## src/rtl/pkcs1pc_pkg.sv

```systemverilog
package pkcs1pc_pkg;

  // default sizes of the reference store
  localparam int DEF_MAX_OID_BYTES    = 32;
  localparam int DEF_MAX_DIGEST_BYTES = 64;

  // field widths fixed by the interface
  localparam int BYTE_W     = 8;
  localparam int OID_LEN_W  = 6;
  localparam int DIG_LEN_W  = 7;
  localparam int FIDX_W     = 7;
  localparam int CFG_IDX_W  = 1;
  localparam int CFG_DATA_W = 8;

  // store addresses stay below 256 for every legal depth and offset
  localparam int REF_ADDR_W = 8;

  // padding counter saturates at the minimum run, only that bound matters
  localparam int                 PAD_W   = 4;
  localparam logic [PAD_W-1:0]   MIN_PAD = 4'd8;

  // register reset values
  localparam logic [OID_LEN_W-1:0] OID_LEN_RST = 6'd9;
  localparam logic [DIG_LEN_W-1:0] DIG_LEN_RST = 7'd32;

  // configuration register indexes
  localparam logic [CFG_IDX_W-1:0] REG_OID_LENGTH   = 1'b0;
  localparam logic [CFG_IDX_W-1:0] REG_DIGEST_BYTES = 1'b1;

  // der and padding byte values
  localparam logic [BYTE_W-1:0] BYTE_ZERO     = 8'h00;
  localparam logic [BYTE_W-1:0] BYTE_BT01     = 8'h01;
  localparam logic [BYTE_W-1:0] BYTE_PAD      = 8'hff;
  localparam logic [BYTE_W-1:0] TAG_SEQUENCE  = 8'h30;
  localparam logic [BYTE_W-1:0] TAG_OID       = 8'h06;
  localparam logic [BYTE_W-1:0] TAG_NULL      = 8'h05;
  localparam logic [BYTE_W-1:0] TAG_OCTET_STR = 8'h04;
  localparam logic [BYTE_W-1:0] SEQ_LEN_BASE  = 8'h08;
  localparam logic [BYTE_W-1:0] ALG_LEN_BASE  = 8'h04;

  typedef enum logic [3:0] {
    PH_LEAD0,
    PH_LEAD1,
    PH_PAD,
    PH_SEQ_TAG,
    PH_SEQ_LEN,
    PH_ALG_TAG,
    PH_ALG_LEN,
    PH_OID_TAG,
    PH_OID_LEN,
    PH_OID_BYTES,
    PH_NULL_TAG,
    PH_NULL_LEN,
    PH_OCT_TAG,
    PH_OCT_LEN,
    PH_DIGEST,
    PH_DONE
  } phase_t;

  typedef struct packed {
    logic                  en;
    logic [REF_ADDR_W-1:0] addr;
    logic [BYTE_W-1:0]     data;
  } store_wr_t;

endpackage

```

## src/rtl/pkcs1pc_ref_store.sv

```systemverilog
module pkcs1pc_ref_store
  import pkcs1pc_pkg::*;
#(
  parameter int DEPTH = DEF_MAX_OID_BYTES + DEF_MAX_DIGEST_BYTES
) (
  input  logic                  clk,
  input  store_wr_t             wr,
  input  logic [REF_ADDR_W-1:0] rd_addr,
  output logic [BYTE_W-1:0]     rd_data
);

  localparam int IDX_W = $clog2(DEPTH);

  logic [BYTE_W-1:0] mem [DEPTH];
  logic [BYTE_W-1:0] rd_data_r;

  always_ff @(posedge clk) begin
    if (wr.en) begin
      mem[wr.addr[IDX_W-1:0]] <= wr.data;
    end
  end

  // beyond the store reads zero; same-cycle write is forwarded
  always_ff @(posedge clk) begin
    if (rd_addr >= REF_ADDR_W'(DEPTH)) begin
      rd_data_r <= BYTE_ZERO;
    end else if (wr.en && (wr.addr == rd_addr)) begin
      rd_data_r <= wr.data;
    end else begin
      rd_data_r <= mem[rd_addr[IDX_W-1:0]];
    end
  end

  assign rd_data = rd_data_r;

endmodule

```

## src/rtl/pkcs1_padding_checker_unit.sv

```systemverilog
// a final message byte's verdict is registered and shows on out_valid in the cycle after it is accepted
// throughput: one item per cycle, reference loads and message bytes alike
// a final byte waits only while an earlier verdict sits stalled in the result register
// the store read is issued from the next-state phase and index, so no byte waits on memory
// reset (rst_n low, synchronous) restores the check state, both size registers and out_valid;
// the reference store is not cleared and holds garbage until loaded
module pkcs1_padding_checker_unit
  import pkcs1pc_pkg::*;
#(
  parameter int MAX_OID_BYTES    = DEF_MAX_OID_BYTES,
  parameter int MAX_DIGEST_BYTES = DEF_MAX_DIGEST_BYTES
) (
  input  logic                  clk,
  input  logic                  rst_n,

  input  logic                  in_valid,
  output logic                  in_stall,
  input  logic                  in_action,
  input  logic [BYTE_W-1:0]     in_data_byte,
  input  logic                  in_last,

  output logic                  out_valid,
  input  logic                  out_stall,
  output logic                  out_valid_res,

  input  logic                  cfg_valid,
  output logic                  cfg_ready,
  input  logic [CFG_IDX_W-1:0]  cfg_index,
  input  logic [CFG_DATA_W-1:0] cfg_data
);

  localparam int DEPTH = MAX_OID_BYTES + MAX_DIGEST_BYTES;
  localparam int PTR_W = $clog2(DEPTH + 1);

  // check state
  phase_t               phase_r, phase_nxt, chk_phase;
  logic [PAD_W-1:0]     pad_r, pad_nxt, chk_pad;
  logic [FIDX_W-1:0]    fidx_r, fidx_nxt, chk_fidx;
  logic                 failed_r, failed_nxt, chk_failed;
  logic [PTR_W-1:0]     ptr_r, ptr_nxt;

  // size registers
  logic [OID_LEN_W-1:0] oid_len_r, oid_len_nxt;
  logic [DIG_LEN_W-1:0] dig_len_r, dig_len_nxt;

  // result register
  logic                 out_valid_r, out_valid_nxt;
  logic                 out_res_r, out_res_nxt;

  logic                 in_fire;
  logic                 msg_fire;
  logic                 load_fire;
  logic                 verdict;
  logic [BYTE_W-1:0]    ref_byte;
  logic [BYTE_W-1:0]    want_seq_len;
  logic [BYTE_W-1:0]    want_alg_len;
  logic [FIDX_W:0]      fidx_inc;
  logic [REF_ADDR_W-1:0] rd_addr;
  store_wr_t            store_wr;

  // handshakes
  // a final byte needs the result register free (or emptying this cycle)
  assign in_stall  = out_valid_r && out_stall && in_action && in_last;
  assign in_fire   = in_valid && !in_stall;
  assign msg_fire  = in_fire && in_action;
  assign load_fire = in_fire && !in_action;
  assign cfg_ready = 1'b1;

  // expected der lengths, all mod 256
  assign want_seq_len = SEQ_LEN_BASE + BYTE_W'(oid_len_r) + BYTE_W'(dig_len_r);
  assign want_alg_len = ALG_LEN_BASE + BYTE_W'(oid_len_r);
  assign fidx_inc     = {1'b0, fidx_r} + 1'b1;

  // one message byte against the current phase
  always_comb begin : step_logic
    chk_phase  = phase_r;
    chk_pad    = pad_r;
    chk_fidx   = fidx_r;
    chk_failed = failed_r;
    if (msg_fire && !failed_r) begin
      unique case (phase_r)
        PH_LEAD0: begin
          if (in_data_byte == BYTE_ZERO) chk_phase = PH_LEAD1;
          else chk_failed = 1'b1;
        end
        PH_LEAD1: begin
          if (in_data_byte == BYTE_BT01) chk_phase = PH_PAD;
          else chk_failed = 1'b1;
        end
        PH_PAD: begin
          if (in_data_byte == BYTE_PAD) begin
            if (pad_r < MIN_PAD) chk_pad = pad_r + 1'b1;
          end else if (in_data_byte == BYTE_ZERO && pad_r >= MIN_PAD) begin
            chk_phase = PH_SEQ_TAG;
          end else begin
            chk_failed = 1'b1;
          end
        end
        PH_SEQ_TAG: begin
          if (in_data_byte == TAG_SEQUENCE) chk_phase = PH_SEQ_LEN;
          else chk_failed = 1'b1;
        end
        PH_SEQ_LEN: begin
          if (in_data_byte == want_seq_len) chk_phase = PH_ALG_TAG;
          else chk_failed = 1'b1;
        end
        PH_ALG_TAG: begin
          if (in_data_byte == TAG_SEQUENCE) chk_phase = PH_ALG_LEN;
          else chk_failed = 1'b1;
        end
        PH_ALG_LEN: begin
          if (in_data_byte == want_alg_len) chk_phase = PH_OID_TAG;
          else chk_failed = 1'b1;
        end
        PH_OID_TAG: begin
          if (in_data_byte == TAG_OID) chk_phase = PH_OID_LEN;
          else chk_failed = 1'b1;
        end
        PH_OID_LEN: begin
          chk_fidx = '0;
          if (in_data_byte == BYTE_W'(oid_len_r)) begin
            // an empty oid skips straight to the null
            chk_phase = (oid_len_r == '0) ? PH_NULL_TAG : PH_OID_BYTES;
          end else begin
            chk_failed = 1'b1;
          end
        end
        PH_OID_BYTES: begin
          if (in_data_byte != ref_byte) begin
            chk_failed = 1'b1;
          end else if (fidx_inc >= (FIDX_W + 1)'(oid_len_r)) begin
            chk_fidx  = '0;
            chk_phase = PH_NULL_TAG;
          end else begin
            chk_fidx = fidx_inc[FIDX_W-1:0];
          end
        end
        PH_NULL_TAG: begin
          if (in_data_byte == TAG_NULL) chk_phase = PH_NULL_LEN;
          else chk_failed = 1'b1;
        end
        PH_NULL_LEN: begin
          if (in_data_byte == BYTE_ZERO) chk_phase = PH_OCT_TAG;
          else chk_failed = 1'b1;
        end
        PH_OCT_TAG: begin
          if (in_data_byte == TAG_OCTET_STR) chk_phase = PH_OCT_LEN;
          else chk_failed = 1'b1;
        end
        PH_OCT_LEN: begin
          chk_fidx = '0;
          if (in_data_byte == BYTE_W'(dig_len_r)) begin
            chk_phase = (dig_len_r == '0) ? PH_DONE : PH_DIGEST;
          end else begin
            chk_failed = 1'b1;
          end
        end
        PH_DIGEST: begin
          if (in_data_byte != ref_byte) begin
            chk_failed = 1'b1;
          end else if (fidx_inc >= (FIDX_W + 1)'(dig_len_r)) begin
            chk_fidx  = '0;
            chk_phase = PH_DONE;
          end else begin
            chk_fidx = fidx_inc[FIDX_W-1:0];
          end
        end
        PH_DONE: begin
          // trailing bytes are ignored
        end
      endcase
    end
  end

  // next state: a final byte ends the check and rearms the check state and the load pointer
  always_comb begin : next_state
    phase_nxt  = chk_phase;
    pad_nxt    = chk_pad;
    fidx_nxt   = chk_fidx;
    failed_nxt = chk_failed;
    ptr_nxt    = ptr_r;
    if (load_fire && ptr_r < PTR_W'(DEPTH)) begin
      ptr_nxt = ptr_r + 1'b1;
    end
    if (msg_fire && in_last) begin
      phase_nxt  = PH_LEAD0;
      pad_nxt    = '0;
      fidx_nxt   = '0;
      failed_nxt = 1'b0;
      ptr_nxt    = '0;
    end
  end

  // verdict and result register
  always_comb begin : out_logic
    verdict       = !chk_failed && (chk_phase == PH_DONE);
    out_valid_nxt = out_valid_r;
    out_res_nxt   = out_res_r;
    if (msg_fire && in_last) begin
      out_valid_nxt = 1'b1;
      out_res_nxt   = verdict;
    end else if (!out_stall) begin
      out_valid_nxt = 1'b0;
    end
  end

  // size registers
  always_comb begin : cfg_decode
    oid_len_nxt = oid_len_r;
    dig_len_nxt = dig_len_r;
    if (cfg_valid && cfg_ready) begin
      unique case (cfg_index)
        REG_OID_LENGTH:   oid_len_nxt = cfg_data[OID_LEN_W-1:0];
        REG_DIGEST_BYTES: dig_len_nxt = cfg_data[DIG_LEN_W-1:0];
      endcase
    end
  end

  // read address for the byte after this edge, so the data is ready in time
  // oid bytes sit from entry 0, digest bytes follow at oid_length
  always_comb begin : rd_addr_logic
    if (phase_nxt == PH_DIGEST) begin
      rd_addr = REF_ADDR_W'(oid_len_nxt) + REF_ADDR_W'(fidx_nxt);
    end else begin
      rd_addr = REF_ADDR_W'(fidx_nxt);
    end
  end

  assign store_wr.en   = load_fire && (ptr_r < PTR_W'(DEPTH));
  assign store_wr.addr = REF_ADDR_W'(ptr_r);
  assign store_wr.data = in_data_byte;

  pkcs1pc_ref_store #(
    .DEPTH (DEPTH)
  ) u_ref_store (
    .clk     (clk),
    .wr      (store_wr),
    .rd_addr (rd_addr),
    .rd_data (ref_byte)
  );

  always_ff @(posedge clk) begin
    if (!rst_n) begin
      phase_r     <= PH_LEAD0;
      pad_r       <= '0;
      fidx_r      <= '0;
      failed_r    <= 1'b0;
      ptr_r       <= '0;
      oid_len_r   <= OID_LEN_RST;
      dig_len_r   <= DIG_LEN_RST;
      out_valid_r <= 1'b0;
    end else begin
      phase_r     <= phase_nxt;
      pad_r       <= pad_nxt;
      fidx_r      <= fidx_nxt;
      failed_r    <= failed_nxt;
      ptr_r       <= ptr_nxt;
      oid_len_r   <= oid_len_nxt;
      dig_len_r   <= dig_len_nxt;
      out_valid_r <= out_valid_nxt;
    end
  end

  always_ff @(posedge clk) begin
    out_res_r <= out_res_nxt;
  end

  assign out_valid     = out_valid_r;
  assign out_valid_res = out_res_r;

`ifndef SYNTHESIS
  // a final message byte always rearms the check and posts a verdict
  a_last_rearms: assert property (@(posedge clk) disable iff (!rst_n)
    msg_fire && in_last |=> phase_r == PH_LEAD0 && !failed_r && ptr_r == '0 && out_valid_r)
    else $error("check not rearmed after final byte");

  // a verdict only appears for an accepted final message byte
  a_no_spurious_result: assert property (@(posedge clk) disable iff (!rst_n)
    !(msg_fire && in_last) && !(out_valid_r && out_stall) |=> !out_valid_r)
    else $error("result without a final message byte");

  // a reference load below the store depth advances the load pointer by one
  a_load_advances: assert property (@(posedge clk) disable iff (!rst_n)
    load_fire && ptr_r < PTR_W'(DEPTH) |=> ptr_r == $past(ptr_r) + 1'b1)
    else $error("load pointer did not advance");

  // the padding run counter never passes its saturation point
  a_pad_saturates: assert property (@(posedge clk) disable iff (!rst_n)
    pad_r <= MIN_PAD)
    else $error("padding counter past saturation");
`endif

endmodule
```

## config.mk

```make
export PLATFORM = sky130hd
export DESIGN_NAME = pkcs1_padding_checker_unit
export DESIGN_NICKNAME = d
export VERILOG_FILES = /design/src/rtl/pkcs1pc_pkg.sv /design/src/rtl/pkcs1pc_ref_store.sv /design/src/rtl/pkcs1_padding_checker_unit.sv
export SDC_FILE = /design/constraint.sdc
export NUM_CORES = 1
export LEC_CHECK = 0
export ABC_AREA = 1
export ABC_CLOCK_PERIOD_IN_PS = 6200
export BUFFER_PORTS_ARGS = -buffer_cell sky130_fd_sc_hd__buf_2
export CORE_MARGIN = 4
export CORE_UTILIZATION = 40
export DETAILED_ROUTE_END_ITERATION = 10
export PLACE_DENSITY_LB_ADDON = 0.25
export SETUP_SLACK_MARGIN = 0.5
export SLEW_MARGIN = 20
export SYNTH_ARGS = -nofsm -noshare
export SYNTH_HDL_FRONTEND = slang
export SYNTH_SLANG_ARGS = --single-unit
```

## constraint.sdc

```tcl
create_clock -name clk -period 6.2 [get_ports clk]
set_clock_uncertainty 0.15 [all_clocks]
set_input_delay 1.24 -clock clk [delete_from_list [all_inputs] [get_ports clk]]
set_output_delay 1.24 -clock clk [all_outputs]
set_load 0.05 [all_outputs]
```

* After elaboration in Yosys (flattened, before gate mapping)
Memories as Yosys holds them, arrays and structs flattened. A register that Yosys moved wholly into a read port is not among the register bits.
Index checks and enable logic that the tools add are counted.
** Cells by class
- Muxes and demuxes :: 52
- Add/sub/neg operators :: 7
- Bitwise gates (word level) :: 1
- Reduce and logical (&&, ||, !) cells :: 26
- Magnitude comparators :: 6
- Equality and inequality tests :: 28
** Operator list (number)
- 4-bit 2-to-1 mux :: 20
- 4-bit one-hot mux with 15 select lines :: 1
- 7-bit 2-to-1 mux :: 6
- 4-bit equality test, second input constant :: 9
- 8-bit by 3-bit equality test with 1-bit output, second input constant :: 3
- 7-bit one-hot mux with 3 select lines :: 1
- 1-bit 2-to-1 mux :: 19
- 4-bit by 3-bit equality test with 1-bit output, second input constant :: 4
- 8-bit by 7-bit equality test with 1-bit output :: 2
- 6-bit 2-to-1 mux :: 2
- 1-bit one-hot mux with 12 select lines :: 1
- 1-bit logical AND :: 11
- 2-bit OR reduction :: 5
- 6-bit by 7-bit adder with 8-bit output :: 1
- 7-bit by 1-bit adder with 8-bit output, second input constant :: 1
- 7-bit by 7-bit adder with 8-bit output :: 1
- 4-bit by 2-bit equality test with 1-bit output, second input constant :: 2
- 8-bit by 1-bit equality test with 1-bit output, second input constant :: 1
- 8-bit by 6-bit equality test with 1-bit output :: 1
- 8-bit by 6-bit equality test with 1-bit output, second input constant :: 1
- 8-bit equality test :: 1
- 8-bit equality test, second input constant :: 1
- 8-bit by 6-bit >= comparator with 1-bit output :: 1
- 8-bit by 7-bit >= comparator with 1-bit output :: 1
- other kinds (21) :: 24
** Storage, ports and cells
- Input port bits :: 24
- Output and inout bits :: 4
- RAM bits :: 768
- Memories kept :: 1
- Bits in registers :: 38
** Memory list
- u_ref_store.mem :: words 96, width 8, rd ports 1, clocked after Yosys merged registers in 1, write ports 1, line pkcs1pc_ref_store.sv:14 : logic [BYTE_W-1:0] mem [DEPTH];

* Longest topological paths before layout
Gate-level depths: netlist (run 1).
- Depth in word-level cells :: 12
- Mapped depth :: 33
- Gate-level depth less buffers :: 32

* Hierarchy
Synthesis (run 1) repeated with hierarchy kept, for this count alone.
** Unflattened totals
- Cell total of the unflattened synthesis :: 3462
- Area total of the unflattened synthesis :: 36470.0 µm²
** By module, submodules not included
- pkcs1pc_ref_store :: instances 1, area each 32153.3 µm², cells an instance 2772, sequential area each 23222.3 µm²
- pkcs1_padding_checker_unit :: instances 1, area each 4316.6 µm², cells an instance 690, sequential area each 770.7 µm²

* Worst setup path after synthesis (run 1)
OpenSTA, ideal clock, no wires.
- Kind :: input to register
- Start :: in in_data_byte[1]
- End :: reg u_ref_store.rd_data_r[0], in the netlist u_ref_store.rd_data[0], read port of u_ref_store.mem
- Library setup time :: 0.119 ns
- Buffers on the path :: 4
- Data required time :: 5.931 ns
- Slack :: 1.115 ns
- Data arrival time :: 4.815 ns
- Cell stages on the path :: 26
- Cells stage by stage :: buf_4 > xnor2_1 > nand3_1 > nor3_4 > nand2_1 > inv_2 > buf_2 > a21oi_1 > nor2_2 > ha_1 > inv_1 > fa_1 > nand3b_1 > and2_1 > nor2_1 > nor2_1 > nor2_1 > o21ai_2 > xnor2_2 > buf_4 > nor2_1 > nor3_1 > nand4_2 > buf_2 > o21ai_0 > a21oi_1
** On the way
- Elaborated cells on any way between the ends :: 41
- Classes of those cells :: 1 x add/sub; 1 x order compare; 12 x eq/ne; 25 x mux; 2 x reduce/logical
** RTL lines
- start: declaration :: line pkcs1_padding_checker_unit.sv:19 : input logic [BYTE_W-1:0] in_data_byte,
- 8-bit != test * :: line pkcs1_padding_checker_unit.sv:129, pkcs1_padding_checker_unit.sv:159
- 7-bit 2-to-1 mux (on tied branches) :: line pkcs1_padding_checker_unit.sv:159, pkcs1_padding_checker_unit.sv:129
- 7-bit one-hot mux with 3 select lines * :: line pkcs1_padding_checker_unit.sv:81 : unique case (phase_r)
- 7-bit 2-to-1 mux * :: line pkcs1_padding_checker_unit.sv:80 : if (msg_fire && !failed_r) begin
- 7-bit 2-to-1 mux * :: line pkcs1_padding_checker_unit.sv:185 : if (msg_fire && in_last) begin
- net fidx_nxt[0] :: line pkcs1_padding_checker_unit.sv:38 : logic [FIDX_W-1:0] fidx_r, fidx_nxt, chk_fidx;
- 6-bit by 7-bit adder with 8-bit output :: line pkcs1_padding_checker_unit.sv:223 : rd_addr = REF_ADDR_W'(oid_len_nxt) + REF_ADDR_W'(fidx_nxt);
- 8-bit 2-to-1 mux * :: line pkcs1_padding_checker_unit.sv:222 : if (phase_nxt == PH_DIGEST) begin
- 8-bit by 7-bit >= comparator with 1-bit output :: line pkcs1pc_ref_store.sv:25 : if (rd_addr >= REF_ADDR_W'(DEPTH)) begin
- end: declaration :: line pkcs1pc_ref_store.sv:15 : logic [BYTE_W-1:0] rd_data_r;
Mark *: on every way through the listed nets, which the timed path passes. The rest lies on a longest branch.
A chain may end at the register's enable or synchronous reset.

* Final worst setup path (run 1)
- Start :: reg fidx_r[2]
- End :: reg u_ref_store.rd_data_r[7], in the netlist u_ref_store.rd_data[7], read port of u_ref_store.mem
** On the way
- Longest elaborated chain between the ends :: 10
- Elaborated cells on any way between the ends :: 21
- Classes of those cells :: 2 x add/sub; 3 x order compare; 1 x eq/ne; 15 x mux
** RTL lines
- start: declaration :: line pkcs1_padding_checker_unit.sv:38
- start signal: assignment :: line pkcs1_padding_checker_unit.sv:255 : fidx_r <= fidx_nxt;
- 7-bit by 1-bit adder with 8-bit output * :: line pkcs1_padding_checker_unit.sv:72 : assign fidx_inc = {1'b0, fidx_r} + 1'b1;
- 8-bit by 7-bit >= comparator with 1-bit output or 8-bit by 6-bit >= comparator with 1-bit output (tied branches) :: line pkcs1_padding_checker_unit.sv:161, pkcs1_padding_checker_unit.sv:131
- 7-bit 2-to-1 mux (on tied branches) :: line pkcs1_padding_checker_unit.sv:161, pkcs1_padding_checker_unit.sv:131
- 7-bit 2-to-1 mux (on tied branches) :: line pkcs1_padding_checker_unit.sv:159, pkcs1_padding_checker_unit.sv:129
- 7-bit one-hot mux with 3 select lines * :: line pkcs1_padding_checker_unit.sv:81
- 7-bit 2-to-1 mux * :: line pkcs1_padding_checker_unit.sv:80
- 7-bit 2-to-1 mux * :: line pkcs1_padding_checker_unit.sv:185
- net fidx_nxt[0] :: line pkcs1_padding_checker_unit.sv:38
- 6-bit by 7-bit adder with 8-bit output :: line pkcs1_padding_checker_unit.sv:223
- 8-bit 2-to-1 mux * :: line pkcs1_padding_checker_unit.sv:222
- 8-bit by 7-bit >= comparator with 1-bit output :: line pkcs1pc_ref_store.sv:25
Marks and branches as above.

==> results.cfg, run 1 <==
[run_status]
status = finished, final reports clean

[synthesis]
postSynthCellCount = 3609
synth_area_leaders = edfxtp_1 63%, nand2_1 13%, nand3_1 6.4%, inv_1 2.9%, dfxtp_1 2.4%
yosys_warnings = 0
async_flop_share_pct = 0
yosysSeqAreaShare_pct = 65.2
ys_seq_elements = 814
syn_area_mm2 = 0.0368
synth_area_per_cell_um2 = 10.2
synth_common_cells = 1271 x nand2_1, 769 x edfxtp_1, 469 x nand3_1
synth_most_common_cell = nand2_1
synth_cell_types = 58
synth_edf_count = 769
synth-main-ff-cell = edfxtp_1
synth_top_area_cell = edfxtp_1
synth_top_cell_area_share_pct = 62.8
synth_nets = 3672

[detailed_routing]
wl_per_cell_um = 20.2
routed_wl_um = 98200
drc = 0
vias = 25100
first_pass_iters = 5
final_antenna_net_count = 0
routed_via_density = 5.16
dr.first_iter.drc_count = 2220

[clock_tree]
cts_buffer_depth = 3
ctsHoldBuffers = 0
cts-root-buf = clkbuf_16
numCtsBuffers = 89
clkTransAtPathRegs_ns = 0.06
clock_latency_ns = 0.65
h-tree-depth = 3
numClockSinks = 814
tritoncts = yes

[setup_path]
r2r_slack_ns = 0.96
worst-path-max-fanout = 56
cp.arrival_ns = 5.63
required_ns = 6.60
crit_type = flop to flop
ff2ff_path_depth = 29
critPathCaptureType = flop
cpMostUsedCell = nand3_1
crit_path_start_kind = flop
cpPeakStageDelay_ns = 0.44
cpMaxStageDelayCell = fa_1

[layout]
nets = 3666
finish.utilization_pct = 45.7
num-fill-cells = 8415
syn2layout_area_growth_pct = 12.4
register_area_mm2 = 0.0240
post_route_cells_drive_above_1_share_pct = 7.78
final_area_mm2 = 0.0413
multi_input_area_mm2 = 0.0108

[sta]
maxSlewViolCount = 0
fmax_mhz = 191
setup_viol = 0
tightest_slew_ns = 0.944
rsz0062_at_grt = false
tns_ns = 0
relSlewSlack_pct = 36.7
hold_viol_final = 0
holdWs_ns = 0.311
min_period_ns = 5.24
post-route-period-util_pct = 84.5

[floorplan]
die_area_mm2 = 0.0968
fp-row-count = 110
initial_core_util_pct = 40.6
die_x_um = 311
die_h_um = 311
coreArea_mm2 = 0.0906
num_io_pins = 28

[min_path]
hold_depth = 2
min_path_type = flop to flop

[place]
gp_congestion = 0.873
dp_hpwl_um = 58500
io_buffers = 25
place_area_mm2 = 0.0382

[global_routing]
track_usage_pct = 19.8
grt_max_degree = 104
grt_first_pass_wirelength_um = 148000
grt_pass1_vias = 23800
grt-ovfl-total = 0
antenna_found_initial = 2

[pwr]
peakVddDrop_uv = 198
p_per_area_mw_per_mm2 = 285
power_leakage_uw = 0.0160

[job]
max_cap_violations = 0
[area by class of cell]
cell class                      count  share of cell area, %
Clock buffer                      104                   5.55
Timing Repair Buffer               89                   2.28
Antenna cell                        2                 0.0121
Clock inverter                     62                   1.70
Multi-Input combinational cell   2302                   26.0
Sequential cell                   814                   58.0
Inverter                          307                   2.82
Tap cell                         1176                   3.56
[layout by cell type, fill, tap and decap left out, types with 4 or more instances in the layout]
cell type   netlist  routed
nand2_2           6       7
nor2_2            5       5
o21ai_0          37      37
buf_2           116      17
nand2_1        1271    1270
o211ai_1         98      98
clkbuf_1         39      14
nand4_1          21      21
clkinv_1          4      18
dfxtp_1          45      44
xnor2_1          10      10
clkinvlp_4        0       6
nand3_1         469     468
o21ai_1          15      15
buf_12            0      20
clkbuf_16         0      90
edfxtp_1        769     769
nand2_4           6       4
xor2_1           15      15
inv_1           286     286
a21o_1           22      22
nor3_1           10       8
inv_2            15      13
clkinv_2          1      22
a21oi_1          46      45
buf_4            22      46
nor2_1          189     188
bufinv_16         0      12
nor2_4            4       5
ha_1             37      37
[state kept, by name, indices dropped and copies added, names as in the netlist]
signal,count
dig_len_r,7
failed_r,1
fidx_r,7
oid_len_r,6
out_valid,1
out_valid_res,1
pad_r,4
phase_r,4
ptr_r,7
u_ref_store.mem,768
u_ref_store.rd_data,8
[path summary, 6_finish.rpt]
path	start	endpoint
min reg2reg	pad_r[2]	pad_r[2]
max reg2reg	fidx_r[2]	u_ref_store.rd_data[7]
max	fidx_r[2]	u_ref_store.rd_data[7]
min	pad_r[2]	pad_r[2]
[metrics by stage]
stage          setup slack, ns  cells  power, uW
2_1_floorplan             1.12   3609       6310
3_3_place_gp            0.0746   4683       6480
3_5_place_dp             0.123   4683       6480
4_1_cts                  0.571   4849      11900
5_1_grt                  0.560   4855      12200
6_report                 0.961   4856      11800
[logic make-up after synthesis]
family	share of synthesized area [%]
flip-flops	65.2
buffers and inverters	5.83
adder cells (fa/ha/maj)	1.37
AO/OA/AOI/OAI	4.17
other	0.0102
AND/OR/NAND/NOR	22.7
XOR/XNOR	0.701
[report_power, final]
group / switching (uW) / internal [uW] / leakage, uW
clock: 2250 / 3180 / 0.00146
sequential: 15.2 / 6020 / 0.00728
combinational: 247 / 84.8 / 0.00728
[worst max-delay path: cells and delay by family (launching register included)]
kind            cells  cell delay (ns)
simple gates       17             2.32
xor+xnor            1             0.11
fa+ha+maj           3             0.95
flops               1             0.41
buf+inv             5             0.73
compound gates      3             0.41
[layer usage]
layer	wire length, um	up-vias	track usage, %
li1	-	12200	-
met1	43300	12000	27.3
met2	46300	772	32.2
met3	5690	148	2.58
met4	2820	0	6.90
met5	0	-	0
[repair_timing]
| item | in CTS | in global routing |
|---|---|---|
| resized for setup | 0 | 22 |
| endpoints found under the setup margin | 0 | 8 |
| buffers inserted | 0 | 2 |
Power figures use the tool's default switching activity.
==> run 2, diff against run 1 <==
--- a/config.mk
+++ b/config.mk
@@ -5,8 +5,8 @@
 export SDC_FILE = /design/constraint.sdc
 export NUM_CORES = 1
 export LEC_CHECK = 0
-export ABC_AREA = 1
-export ABC_CLOCK_PERIOD_IN_PS = 6200
+export ABC_AREA = 0
+export ABC_CLOCK_PERIOD_IN_PS = 4200
 export BUFFER_PORTS_ARGS = -buffer_cell sky130_fd_sc_hd__buf_2
 export CORE_MARGIN = 4
 export CORE_UTILIZATION = 40
==> constraint.sdc (replaced) <==
create_clock -name clk -period 4.2 [get_ports clk]
set_clock_uncertainty 0.15 [all_clocks]
set_input_delay 0.84 -clock clk [delete_from_list [all_inputs] [get_ports clk]]
set_output_delay 0.84 -clock clk [all_outputs]
set_load 0.05 [all_outputs]
==> run 2 against run 1 <==
  * The run now ends with negative setup slack left
  * Power rose by 44%
  * Largest cell class unchanged
  * Wire length rose by 8.3%
  * Sequential power rose by 48%
  * Die area fell by 3.7%
  * Core utilization rose by 4.7 points
  * Sequential share of layout area fell by 3.4 points
  * Critical endpoint is now u_ref_store.rd_data[3]
  * Area after synthesis fell by 3.7%
  * Largest power group unchanged
  * Global-route usage rose by 2.5 points
==> results.cfg, run 2 <==
[run_status]
status = finished, violations left
violations = negative setup slack

[setup_path]
crit_path_start_kind = flop
cp.arrival_ns = 5.84
required_ns = 4.60
critPathCaptureType = flop
cp_cell_sequence = ha_4, and3_4, nand3_4, xnor2_2, ha_1, a21oi_2, o21ai_2, or2_4, a211oi_2, o21ai_2, inv_1, ha_2, inv_2, fa_2, or3_4, nand2_8, buf_4, mux4_2, a221oi_1, o21ai_0, o21ai_2, nor4b_2, a21o_1
worst-path-max-fanout = 8
crit_type = flop to flop
cpMostUsedCell = o21ai_2
cpMaxStageDelayCell = fa_2
cpPeakStageDelay_ns = 0.46

[detailed_routing]
drc = 0
wl_per_cell_um = 25.3
dr.first_iter.drc_count = 2414
routed_via_density = 5.69
vias = 23900
routed_wl_um = 106000
first_pass_iters = 5
final_antenna_net_count = 0

[place]
dp_hpwl_um = 72000
io_buffers = 25
gp_congestion = 0.941

[floorplan]
fp-row-count = 108
num_io_pins = 28
initial_core_util_pct = 40.5
coreArea_mm2 = 0.0873
die_x_um = 305
die_area_mm2 = 0.0933
die_h_um = 305

[synthesis]
synth_most_common_cell = edfxtp_1
ys_seq_elements = 814
synth_cell_types = 92
yosys_warnings = 0
synth_common_cells = 769 x edfxtp_1, 303 x nand2_1, 196 x mux2i_1
synth_nets = 2620
postSynthCellCount = 2557
synth-compound-area-share_pct = 8.03
yosysSeqAreaShare_pct = 67.8
async_flop_share_pct = 0
synth_edf_count = 769
synth-main-ff-cell = edfxtp_1
synth_area_leaders = edfxtp_1 65%, mux2i_1 5.5%, nand2_1 3.2%, dfxtp_1 2.5%, nand3_1 2.0%
muxShareOfSynthArea_pct = 7.77
synth_top_cell_area_share_pct = 65.2
syn_area_mm2 = 0.0354
synth_area_per_cell_um2 = 13.8
synth_simple_gate_area_share_pct = 10.7
synth_fa_ha_area_share_pct = 1.42
synth_top_family_by_area = simple AND/OR/NAND/NOR gates
synth_top_area_cell = edfxtp_1
yosys.area_share.xor_xnor_pct = 1.46

[clock_tree]
numClockSinks = 814
tritoncts = yes
numCtsBuffers = 86
clkTransAtPathRegs_ns = 0.06
cts-root-buf = clkbuf_16
h-tree-depth = 3
clock_latency_ns = 0.66
cts_buffer_depth = 3

[layout]
post_route_cells_drive_above_1_share_pct = 27.3
largest_reg_flops = 768
final_common_cell = edfxtp_1
nets = 3040
num-fill-cells = 7451
syn2layout_area_growth_pct = 24.2
final_cell_mix = 769 x edfxtp_1, 414 x buf_4, 296 x nand2_1

[min_path]
min_path_type = input port to flop

[pwr]
p_int_uw = 13300
power_switching_uw = 3660
p_per_area_mw_per_mm2 = 386
swShare_pct = 21.6
p_clk_share_pct = 43.9
combPwrFrac_pct = 3.6
total_power_uw = 17000
seqPwrFrac_pct = 52.4
power_leakage_uw = 0.0152
peakVddDrop_uv = 317

[sta]
maxSlewViolCount = 0
setup_slack_ns = -1.24
hold_viol_final = 0
tightest_slew_ns = 0.967
min_period_ns = 5.44
tns_ns = -9.57
post-route-period-util_pct = 130
relSlewSlack_pct = 35.5
rsz0062_at_grt = true
fmax_mhz = 184
setup_viol = 8

[global_routing]
antenna_found_initial = 3
track_usage_pct = 22.3
grt_max_degree = 72
grt_first_pass_wirelength_um = 157000
grt-ovfl-total = 0
grt_pass1_vias = 24100

[job]
max_cap_violations = 0
==> run 2: changes by cell type in the layout (fill, tap and decap cells not counted), sizes merged, moves of 26 or more <==
| cell | change |
|---|---|
| a21oi | +37 |
| buf | +406 |
| inv | -273 |
| mux2 | +28 |
| mux2i | +196 |
| nand2 | -978 |
| nand3 | -329 |
| nand4 | +26 |
| nor2 | -45 |
| o211ai | -65 |
| xnor2 | +26 |
==> run 2: path summary, 6_finish.rpt <==
| check | startpoint | end | slack (ns) | cells after the start |
|---|---|---|---|---|
| hold reg to reg | out_valid | out_valid | 0.36 | 2 |
| setup / recovery | fidx_r[1] | u_ref_store.rd_data[3] | -1.24 | 23 |
| setup reg to reg | fidx_r[1] | u_ref_store.rd_data[3] | -1.24 | 23 |
| hold / removal | cfg_data[1] | dig_len_r[1] | 0.31 | 3 |
==> run 2: area by class of cell <==
class	count	area [um^2]	area share [%]
antenna	1	2.50	0.00569
multi-input combinational	1551	11300	25.7
timing repair buffer	495	4320	9.83
clock buffer	117	2390	5.44
inverter	29	109	0.248
clock inverter	42	368	0.837
tap	1155	1450	3.29
sequential	814	24000	54.6
==> run 2: stage by stage <==
step / area (um^2) / std cells / util (%) / worst slack, ns / hold WS, ns
6_report: 44000 / 4204 / 50.4 / -1.24 / 0.310
5_1_grt: 44000 / 4203 / 50.3 / -1.43 / 0.308
3_5_place_dp: 40000 / 4012 / 45.8 / -1.82 / 0.355
3_3_place_gp: 40000 / 4012 / 45.8 / -1.79 / 0.331
4_1_cts: 43700 / 4193 / 50.0 / -1.14 / 0.271
2_1_floorplan: 35600 / 2557 / - / -0.790 / 0.323
==> run 2: repair_timing <==
item | in CTS | in global routing
hold buffers | 0 | 0
endpoints found under the setup margin | 10 | 11
resized for setup | 133 | 37
buffers inserted | 19 | 10
cloned | 3 | 0
pin swaps | 50 | 27
==> run 2: cell families (layout without fill, tap and decap cells) <==
group	Yosys count	after routing
flip-flops	814	814
AND/OR/NAND/NOR	803	803
AO/OA/AOI/OAI	404	404
multiplexers	245	245
buffers and inverters	192	683
XOR/XNOR	59	59
adder cells (fa/ha/maj)	39	39
other	1	2
==> run 2: per-layer routing <==
metal	vias to the layer above	global-route usage, %	part of all wire [%]
met1	12100	30.9	43
met3	173	3.45	6.7
met4	2	8.59	3.7
met5	-	0	0.012
li1	10700	-	-
met2	933	35.5	47
==> run 2: worst max-delay path: cells and delay by family, from the launching register on <==
family	cells	cell delay, ns
compound gates	8	1.56
simple gates	6	1.20
fa+ha+maj	4	1.17
flops	1	0.37
buf+inv	3	0.35
mux	1	0.33
xor+xnor	1	0.17
==> run 2: power by group through the flow <==
stage               clock [uW]  combinational (uW)  sequential, uW
CTS                       7580                 597            8910
global route              7900                 655            8900
floorplan                    0                 208            9080
finish                    7460                 612            8910
global placement             0                 559            9080
detailed placement           0                 568            9080
